<file path="config.mk">
export PLATFORM = sky130hd
export DESIGN_NAME = url_percent_decoder_core
export DESIGN_NICKNAME = d
export VERILOG_FILES = /design/src/upd_pkg.sv /design/src/upd_front.sv /design/src/upd_queue.sv /design/src/upd_back.sv /design/src/url_percent_decoder_core.sv
export SDC_FILE = /design/constraint.sdc
export NUM_CORES = 1
export LEC_CHECK = 0
export BUFFER_PORTS_ARGS = -buffer_cell sky130_fd_sc_hd__buf_2
export CORE_MARGIN = 2
export CORE_UTILIZATION = 28
export DETAILED_ROUTE_END_ITERATION = 10
export MAX_ROUTING_LAYER = met4
export PLACE_DENSITY = 0.47
export SETUP_SLACK_MARGIN = 0.5
export SYNTH_ARGS = -nofsm -noshare
export SYNTH_HDL_FRONTEND = slang
export SYNTH_HIERARCHICAL = 1
export SYNTH_SLANG_ARGS = --single-unit
</file>
<file path="constraint.sdc">
create_clock -name clk -period 9.8 [get_ports clk]
set_clock_uncertainty 0.05 [all_clocks]
set_input_delay 0.49 -clock clk [delete_from_list [all_inputs] [get_ports clk]]
set_output_delay 0.49 -clock clk [all_outputs]
set_load 0.01 [all_outputs]
</file>
<file path="src/upd_pkg.sv">
`default_nettype none

package upd_pkg;

    localparam int unsigned QUEUE_DEPTH = 4;
    localparam int unsigned GROUP_MAX   = 3;

    localparam logic [7:0] PCT_CHAR = 8'h25;

    typedef struct packed {
        logic [GROUP_MAX-1:0][7:0] data;
        logic [1:0]                cnt;
        logic                      last;
    } group_t;

    typedef struct packed {
        logic full;
        logic empty;
    } queue_status_t;

    function automatic logic is_hex(input logic [7:0] c);
        return ((c >= 8'h30) && (c <= 8'h39)) ||
               ((c >= 8'h61) && (c <= 8'h66)) ||
               ((c >= 8'h41) && (c <= 8'h46));
    endfunction

    function automatic logic [3:0] hex_val(input logic [7:0] c);
        logic [7:0] v;
        v = 8'h00;
        if ((c >= 8'h30) && (c <= 8'h39))
        begin
            v = c - 8'h30;
        end
        else if ((c >= 8'h61) && (c <= 8'h66))
        begin
            v = c - 8'h57;
        end
        else if ((c >= 8'h41) && (c <= 8'h46))
        begin
            v = c - 8'h37;
        end
        return v[3:0];
    endfunction

endpackage

`default_nettype wire

</file>
<file path="src/upd_front.sv">
`default_nettype none

module upd_front (
    input  wire logic                  clk,
    input  wire logic                  rst_n,
    input  wire logic [7:0]            in_byte,
    input  wire logic                  in_last,
    input  wire logic                  in_valid,
    output logic                       in_stall,
    input  wire upd_pkg::queue_status_t q_status,
    output logic                       push,
    output upd_pkg::group_t            grp
);

    typedef enum logic [1:0] {
        PH_IDLE,
        PH_PCT,
        PH_DIGIT
    } phase_t;

    phase_t     phase_reg;
    phase_t     phase_next;
    logic [7:0] held_reg;
    logic [7:0] held_next;
    logic [1:0] n;
    logic       do_fresh;
    logic       hex;
    logic       accept;

    assign in_stall = q_status.full;
    assign accept   = in_valid && !q_status.full;
    assign hex      = upd_pkg::is_hex(in_byte);

    always_comb
    begin
        grp        = '0;
        n          = 2'd0;
        phase_next = phase_reg;
        held_next  = held_reg;
        do_fresh   = 1'b0;

        unique case (phase_reg)
            PH_PCT:
            begin
                if (hex)
                begin
                    held_next  = in_byte;
                    phase_next = PH_DIGIT;
                end
                else
                begin
                    grp.data[n] = upd_pkg::PCT_CHAR;
                    n           = n + 2'd1;
                    do_fresh    = 1'b1;
                end
            end
            PH_DIGIT:
            begin
                if (hex)
                begin
                    grp.data[n] = {upd_pkg::hex_val(held_reg), upd_pkg::hex_val(in_byte)};
                    n           = n + 2'd1;
                    phase_next  = PH_IDLE;
                end
                else
                begin
                    grp.data[n] = upd_pkg::PCT_CHAR;
                    n           = n + 2'd1;
                    grp.data[n] = held_reg;
                    n           = n + 2'd1;
                    do_fresh    = 1'b1;
                end
            end
            default:
            begin
                do_fresh = 1'b1;
            end
        endcase

        if (do_fresh)
        begin
            if (in_byte == upd_pkg::PCT_CHAR)
            begin
                phase_next = PH_PCT;
            end
            else
            begin
                grp.data[n] = in_byte;
                n           = n + 2'd1;
                phase_next  = PH_IDLE;
            end
        end

        if (in_last)
        begin
            unique case (phase_next)
                PH_PCT:
                begin
                    grp.data[n] = upd_pkg::PCT_CHAR;
                    n           = n + 2'd1;
                end
                PH_DIGIT:
                begin
                    grp.data[n] = upd_pkg::PCT_CHAR;
                    n           = n + 2'd1;
                    grp.data[n] = held_next;
                    n           = n + 2'd1;
                end
                default:
                begin
                end
            endcase
            phase_next = PH_IDLE;
            grp.last   = 1'b1;
        end

        grp.cnt = n;
    end

    assign push = accept && (n != 2'd0);

    always_ff @(posedge clk or negedge rst_n)
    begin
        if (!rst_n)
        begin
            phase_reg <= PH_IDLE;
            held_reg  <= 8'h00;
        end
        else if (accept)
        begin
            phase_reg <= phase_next;
            held_reg  <= held_next;
        end
    end

endmodule

`default_nettype wire

</file>
<file path="src/upd_queue.sv">
`default_nettype none

module upd_queue #(
    parameter int unsigned DEPTH = upd_pkg::QUEUE_DEPTH
) (
    input  wire logic              clk,
    input  wire logic              rst_n,
    input  wire logic              push,
    input  wire upd_pkg::group_t   wr_grp,
    input  wire logic              pop,
    output upd_pkg::group_t        rd_grp,
    output upd_pkg::queue_status_t status
);

    localparam int unsigned PTR_W = (DEPTH > 1) ? $clog2(DEPTH) : 1;
    localparam int unsigned CNT_W = $clog2(DEPTH + 1);

    upd_pkg::group_t mem [DEPTH];

    logic [PTR_W-1:0] wr_ptr_reg;
    logic [PTR_W-1:0] rd_ptr_reg;
    logic [CNT_W-1:0] count_reg;
    logic [PTR_W-1:0] wr_ptr_next;
    logic [PTR_W-1:0] rd_ptr_next;
    logic [CNT_W-1:0] count_next;

    assign status.full  = (count_reg == CNT_W'(DEPTH));
    assign status.empty = (count_reg == '0);
    assign rd_grp       = mem[rd_ptr_reg];

    always_comb
    begin
        wr_ptr_next = wr_ptr_reg;
        rd_ptr_next = rd_ptr_reg;
        count_next  = count_reg;
        if (push)
        begin
            wr_ptr_next = (wr_ptr_reg == PTR_W'(DEPTH - 1)) ? '0 : wr_ptr_reg + 1'b1;
        end
        if (pop)
        begin
            rd_ptr_next = (rd_ptr_reg == PTR_W'(DEPTH - 1)) ? '0 : rd_ptr_reg + 1'b1;
        end
        if (push && !pop)
        begin
            count_next = count_reg + 1'b1;
        end
        else if (pop && !push)
        begin
            count_next = count_reg - 1'b1;
        end
    end

    always_ff @(posedge clk or negedge rst_n)
    begin
        if (!rst_n)
        begin
            wr_ptr_reg <= '0;
            rd_ptr_reg <= '0;
            count_reg  <= '0;
        end
        else
        begin
            wr_ptr_reg <= wr_ptr_next;
            rd_ptr_reg <= rd_ptr_next;
            count_reg  <= count_next;
        end
    end

    always_ff @(posedge clk)
    begin
        if (push)
        begin
            mem[wr_ptr_reg] <= wr_grp;
        end
    end

endmodule

`default_nettype wire

</file>
<file path="src/upd_back.sv">
`default_nettype none

module upd_back (
    input  wire logic                  clk,
    input  wire logic                  rst_n,
    input  wire upd_pkg::group_t       head,
    input  wire upd_pkg::queue_status_t q_status,
    output logic                       pop,
    output logic [7:0]                 out_byte,
    output logic                       out_last,
    output logic                       out_valid,
    input  wire logic                  out_stall
);

    logic       out_valid_reg;
    logic [7:0] out_byte_reg;
    logic       out_last_reg;
    logic [1:0] idx_reg;
    logic [1:0] idx_next;
    logic [1:0] last_idx;
    logic       load;
    logic       take;
    logic       at_end;

    assign last_idx = head.cnt - 2'd1;
    assign at_end   = (idx_reg == last_idx);
    assign load     = !out_valid_reg || !out_stall;
    assign take     = load && !q_status.empty;
    assign pop      = take && at_end;

    always_comb
    begin
        idx_next = idx_reg;
        if (pop)
        begin
            idx_next = 2'd0;
        end
        else if (take)
        begin
            idx_next = idx_reg + 2'd1;
        end
    end

    always_ff @(posedge clk or negedge rst_n)
    begin
        if (!rst_n)
        begin
            out_valid_reg <= 1'b0;
            idx_reg       <= 2'd0;
        end
        else
        begin
            if (load)
            begin
                out_valid_reg <= !q_status.empty;
            end
            idx_reg <= idx_next;
        end
    end

    always_ff @(posedge clk)
    begin
        if (take)
        begin
            out_byte_reg <= head.data[idx_reg];
            out_last_reg <= head.last && at_end;
        end
    end

    assign out_valid = out_valid_reg;
    assign out_byte  = out_byte_reg;
    assign out_last  = out_last_reg;

endmodule

`default_nettype wire

</file>
<file path="src/url_percent_decoder_core.sv">
// With the queue empty, the first decoded beat of an accepted input beat is written into
// the group queue and then into the output register, from which it is presented.
// Throughput: one input beat per cycle while each yields at most one decoded beat and
// out_stall is low; a beat yielding n decoded beats holds the single output register
// for each in turn; the group queue (QUEUE_DEPTH entries) absorbs this until it fills.
// Reset: rst_n is asynchronous and active low; it clears the escape phase, the queue
// and the output valid flag, and nothing is held afterwards.
`default_nettype none

module url_percent_decoder_core #(
    parameter int unsigned QUEUE_DEPTH = upd_pkg::QUEUE_DEPTH
) (
    input  wire logic       clk,
    input  wire logic       rst_n,
    input  wire logic [7:0] in_byte,
    input  wire logic       in_last,
    input  wire logic       in_valid,
    output logic            in_stall,
    output logic [7:0]      out_byte,
    output logic            out_last,
    output logic            out_valid,
    input  wire logic       out_stall
);

    upd_pkg::group_t        wr_grp;
    upd_pkg::group_t        rd_grp;
    upd_pkg::queue_status_t q_status;
    logic                   push;
    logic                   pop;

    upd_front u_front (
        .clk      (clk),
        .rst_n    (rst_n),
        .in_byte  (in_byte),
        .in_last  (in_last),
        .in_valid (in_valid),
        .in_stall (in_stall),
        .q_status (q_status),
        .push     (push),
        .grp      (wr_grp)
    );

    upd_queue #(
        .DEPTH (QUEUE_DEPTH)
    ) u_queue (
        .clk    (clk),
        .rst_n  (rst_n),
        .push   (push),
        .wr_grp (wr_grp),
        .pop    (pop),
        .rd_grp (rd_grp),
        .status (q_status)
    );

    upd_back u_back (
        .clk       (clk),
        .rst_n     (rst_n),
        .head      (rd_grp),
        .q_status  (q_status),
        .pop       (pop),
        .out_byte  (out_byte),
        .out_last  (out_last),
        .out_valid (out_valid),
        .out_stall (out_stall)
    );

endmodule

`default_nettype wire

</file>
==> flow_metrics.tcl, run 1 <==
set metrics [dict create \
    relSlewSlack_pct 31.1 \
    drt-pass1-iter-count 7 \
    worst_pin_slew_ps 1030 \
    place_area_um2 7220 \
    n_antenna_cell 0 \
    synth_warnings 6 \
    whs_ps -1.38 \
    crit_required_ps 10050 \
    synth_top_family_by_area "multiplexers" \
    track_usage_pct 13.4 \
    drv_slew 0 \
    rsz0062_at_grt "no" \
    seqCellArea_um2 4020 \
    yosys.cell_types.count 65 \
    final.min_clock_period_ps 4600 \
    yosysSeqAreaShare_pct 58.9 \
    largest_register_ffs 108 \
    dp_cells 811 \
    yosysMostFrequentCell "edfxtp_1" \
    via_count 4211 \
    synth_top_area_share_pct 51.5 \
    synth_nets 522 \
    drive_gt1_share_pct 20.8 \
    fin_area_um2 7820 \
    hpwl_um 10900 \
    clk_pin_slew_ps 60 \
    antenna_found_initial 0 \
    dp_slack_ps 4830 \
    power.density_nw_per_um2 250 \
    synthSimpleGateAreaFrac_pct 8.02 \
    crit_fanout 10 \
    ant_nets 0 \
    hold_class "in2async" \
    grt_pass1_wl_um 25300 \
    detail_route.wirelength_um 16300 \
    power_uw 1950 \
    insertion_delay_ps 410 \
    slowest_delay_ps 400 \
    p_leak_uw 0.00284 \
    yosys.area.top_type "edfxtp_1" \
    grt_max_degree 31 \
    n_fill_cell 2400 \
    ios 24 \
    cts-resized-gates 0 \
    outcome "complete, but fails checks" \
    nets 545 \
    dieHeight_um 160 \
    synth-seq-cells 137 \
    fin_setup_tns_ps 0 \
    startpoint_type "input pin" \
    synthTopCellsByArea "edfxtp_1, mux4_2, dfrtp_1" \
    ys.flop_type "edfxtp_1" \
    die_w_um 160 \
    cts_tree "built" \
    crit_arrival_ps 4850 \
    portBuffers 23 \
    synthAdderAreaFrac_pct 4.88 \
    synth_area_um2 6820 \
    crit_chain "buf_2 > inv_1 > ha_1 > nor3b_1 > o31ai_4 > and3_1 > and2_1 > nor2_2 > ha_1 > nand2_1 > o22ai_1 > inv_1 > ha_1 > o21ai_0 > nand3_1 > o211ai_1 > o31ai_1 > ha_1 > inv_1 > fa_1 > mux2_2" \
    cts_buffers 17 \
    globalRouteOverflowTotal 0 \
    cap_violations 0 \
    cpMostUsedCell "ha_1" \
    fp.coreArea_um2 24100 \
    hold_viol_final 4 \
    drc 0 \
    synth_compound_area_share_pct 11.2 \
    synth_xor_area_share_pct 0.899 \
    synth_edf_count 117 \
    place_congestion 0.929 \
    fmax_mhz 217 \
    final_cells 843 \
    setup_viol 0 \
    synth.avg_cell_area_um2 14.1 \
    rows 57 \
    synth_common_cells "edfxtp_1, nand2_1, inv_1" \
    post-cts-setup-buffer-count 0 \
    cts_root_buf "clkbuf_16" \
    synth_mux_area_share_pct 12.2 \
    setup_slack_ps 5200 \
    async_reset_ff_share_pct 14.6 \
    start_util_pct 28.3 \
    cp-end-kind "flop" \
    vdd_ir_drop_max_mv 0.111 \
    syn_inst 483 \
    first_global_vias 4302 \
    htreeDepth 4 \
    die_area_um2 25600 \
    initialDrtViolationCount 535 \
    cts_buffer_depth 2 \
    ctsHoldBuffers 0 \
    multi_input_area_um2 2540 \
    wl_per_cell_um 19.4 \
    timing.final.crit_share_pct 46.9 \
    syn_to_final_growth_pct 14.6 \
    crit_slowest_cell "fa_1" \
    violations "negative hold slack" \
    cts_sinks 137 \
    via_per_inst 5.00 \
    crit_type "in2reg" \
]
power breakdown:
| group | switching [uW] | leakage [uW] | total (uW) | internal [uW] |
|---|---|---|---|---|
| registers | 89.1 | 0.00134 | 866 | 777 |
| logic | 236 | 0.00120 | 456 | 220 |
| clock network | 248 | 0.000295 | 628 | 380 |
routing by layer:
metal  vias to the layer above  global-route usage (%)  share of wire, %
met2                       143                    21.0                48
met1                      2117                    17.8                47
li1                       1929                       -                 -
met5                         -                       -                 0
met3                        22                    2.49               3.7
met4                         0                    4.38               1.4
critical path: cells and delay by family:
kind / cells / cell delay, ps
adder cells (fa/ha/maj): 5 / 1500
AO/OA/AOI/OAI: 5 / 1060
multiplexers: 1 / 260
AND/OR/NAND/NOR: 6 / 990
buffers and inverters: 4 / 540
metrics by stage:
stage / util, % / hold slack, ps
after floorplan: - / 144
after global placement: 29.9 / 420
after detailed placement: 29.9 / 441
after CTS: 32.4 / 12.8
after global routing: 32.4 / 30.3
final: 32.4 / -1.38
cell usage in the layout (no fill, tap or decap), types with 5 or more instances in the layout:
cell | netlist | routed
edfxtp_1 | 117 | 117
nand2_1 | 30 | 30
inv_1 | 27 | 27
mux4_2 | 26 | 26
ha_1 | 25 | 25
buf_2 | 10 | 23
o21ai_0 | 23 | 23
clkbuf_16 | 0 | 20
dfrtp_1 | 20 | 19
nor2_1 | 18 | 18
a21oi_1 | 16 | 16
mux2i_1 | 12 | 12
nand3_1 | 11 | 11
o22ai_1 | 10 | 10
mux2_2 | 9 | 9
nor2b_1 | 8 | 8
and2_1 | 8 | 8
a221o_1 | 6 | 6
a31oi_1 | 6 | 6
a21o_1 | 5 | 5
xor2_1 | 5 | 5
nor3_1 | 5 | 5
and3_1 | 5 | 5
a211o_1 | 5 | 5
buf_4 | 4 | 5
final timing paths:
| kind | start | end | slack (ps) | cells after the start |
|---|---|---|---|---|
| hold reg to reg | u_queue/count_reg[2] | u_queue/count_reg[2] | 440 | 1 |
| setup / recovery | in_byte[0] | u_queue/count_reg[1] | 5200 | 21 |
| max in group asynchronous | rst_n | u_queue/rd_ptr_reg[0] | 9320 | 1 |
| setup reg to reg | u_front/phase_reg[0] | u_queue/count_reg[1] | 5450 | 15 |
| hold / removal | rst_n | u_front/phase_reg[1] | -1 | 1 |
| min in group clk | out_stall | u_back/out_valid | 240 | 3 |
cell families (layout without fill, tap and decap cells):
family / Yosys count / after routing
buffers and inverters: 53 / 89
DFF: 137 / 137
adders and majority gates: 26 / 26
muxes: 48 / 48
and+or+nand+nor: 105 / 105
xor gates and xnor gates: 7 / 7
AOI/OAI and AO/OA: 107 / 107
area by class of cell:
type                       instances  share of cell area (%)
sequential                       137                    51.4
multi-input combinational        293                    32.5
clock buffer                      22                    6.63
tap                              324                    5.19
timing repair buffer              28                    1.95
inverter                          29                    1.39
clock inverter                    10                   0.993
(Power assumes the default switching activity.)
==> run 2, diff against run 1 <==
==> constraint.sdc (replaced) <==
create_clock -name clk -period 4.8 [get_ports clk]
set_clock_uncertainty 0.05 [all_clocks]
set_input_delay 0.24 -clock clk [delete_from_list [all_inputs] [get_ports clk]]
set_output_delay 0.24 -clock clk [all_outputs]
set_load 0.01 [all_outputs]
==> flow_metrics.tcl, run 2 (synthesized netlist as in run 1, its figures left out) <==
set metrics [dict create \
    outcome "complete, no violations" \
    initialDrtViolationCount 369 \
    worst_pin_slew_ps 878 \
    n_fill_cell 2446 \
    largest_register_ffs 108 \
    syn_to_final_growth_pct 16.6 \
    ios 24 \
    grt_max_degree 28 \
    crit_type "in2reg" \
    track_usage_pct 13.5 \
    hold_viol_final 0 \
    rsz0062_at_grt "no" \
    dieHeight_um 160 \
    globalRouteOverflowTotal 0 \
    clk_pin_slew_ps 70 \
    final_cell_mix "edfxtp_1, nand2_1, inv_1" \
    die_area_um2 25600 \
    fin_setup_tns_ps 0 \
    portBuffers 23 \
    fp.coreArea_um2 24100 \
    seqCellArea_um2 4020 \
    rows 57 \
    nets 555 \
    drc 0 \
    p_leak_uw 0.00288 \
    final.min_clock_period_ps 4080 \
    die_w_um 160 \
    place_congestion 0.921 \
    whs_ps 135 \
    cts_sinks 137 \
    ant_nets 0 \
    n_antenna_cell 0 \
    cap_violations 0 \
    crit_required_ps 5050 \
    drt-pass1-iter-count 5 \
    relSlewSlack_pct 41.4 \
    grt_pass1_wl_um 25500 \
    crit_fanout 10 \
    start_util_pct 28.3 \
    wl_per_cell_um 19.0 \
    startpoint_type "input pin" \
    timing.final.crit_share_pct 84.9 \
    via_count 4231 \
    first_global_vias 4271 \
    power_uw 3990 \
    hpwl_um 11200 \
    drive_gt1_share_pct 23.3 \
    detail_route.wirelength_um 16200 \
    final_util_pct 33.0 \
    htreeDepth 4 \
    vdd_ir_drop_max_mv 0.225 \
    insertion_delay_ps 410 \
    cts_buffer_depth 2 \
    fmax_mhz 245 \
    layout_commonest_cell "edfxtp_1" \
    fin_area_um2 7950 \
    hold_class "in2reg" \
    setup_viol 0 \
    crit_arrival_ps 4330 \
    cp-end-kind "flop" \
    cts_tree "built" \
    antenna_found_initial 0 \
    drv_slew 0 \
    via_per_inst 4.96 \
    cts_buffers 17 \
    power.density_nw_per_um2 502 \
    place_area_um2 7330 \
    multi_input_area_um2 2570 \
    cts_root_buf "clkbuf_16" \
]
[run 2: changes by cell type in the layout (fill, tap and decap cells not counted), moves of 2 or more]
| cell | previous run | this run |
|---|---|---|
| inv_8 | 1 | 7 |
| and3_1 | 5 | 3 |
| buf_4 | 5 | 9 |
| buf_12 | 0 | 4 |
| inv_6 | 3 | 5 |
| clkbuf_16 | 20 | 17 |
| clkinv_2 | 3 | 0 |
| dlygate4sd3_1 | 0 | 2 |
| clkinvlp_4 | 1 | 3 |
| clkinv_4 | 2 | 0 |
[run 2: worst paths after layout]
| check | end | depth (start not counted) | slack, ps | startpoint |
|---|---|---|---|---|
| min in group asynchronous | u_queue/wr_ptr_reg[1] | 2 | 280 | rst_n |
| min reg2reg | u_queue/count_reg[2] | 1 | 440 | u_queue/count_reg[2] |
| max | u_queue/count_reg[1] | 21 | 720 | in_byte[0] |
| max in group asynchronous | u_queue/rd_ptr_reg[0] | 2 | 4050 | rst_n |
| min | u_front/held_reg[0] | 3 | 130 | in_byte[0] |
| max reg2reg | u_queue/count_reg[1] | 18 | 920 | u_front/phase_reg[1] |
[run 2: critical path, stage by stage]
cell,delay [ps]
buf_2,200
inv_1,130
ha_1,240
nor3b_2,170
o31ai_4,300
and3_4,300
and2_1,170
nor2_2,80
ha_1,290
nand2_1,70
o22ai_2,180
inv_1,110
ha_1,240
o21ai_0,180
nand3_1,120
o211ai_1,140
o31ai_2,160
ha_1,260
inv_1,70
fa_1,410
mux2_2,270
[run 2: repair_timing]
item	4_1_cts	5_1_grt
hold buffers	2	0
endpoints found under the setup margin	0	14
endpoints found under the hold margin	21	0
gates resized for setup	0	7
setup buffers	0	0
[run 2: power breakdown]
group / internal, uW / switching, uW
registers: 1590 / 124
logic: 487 / 540
clock network: 693 / 560
total: 2770 / 1220
[run 2: per-layer routing]
metal | wire length (um) | GRT usage, %
met5 | 0 | -
met4 | 190 | 4.59
met3 | 438 | 2.44
met2 | 7650 | 20.6
met1 | 7930 | 18.4
[run 2: final cells by class]
cell class / instances / area share [%]
repair buffers: 38 / 3.56
multi-input cells: 293 / 32.3
clock buffers: 17 / 5.35
well taps: 324 / 5.10
inverters: 29 / 1.37
flip-flops and latches: 137 / 50.5
clock inverters: 15 / 1.83
[run 2: stage by stage]
stage               std cells  setup WS (ps)
floorplan                 483            647
global placement          819            277
detailed placement        819           74.9
CTS                       853            522
global route              853            518
finish                    853            724
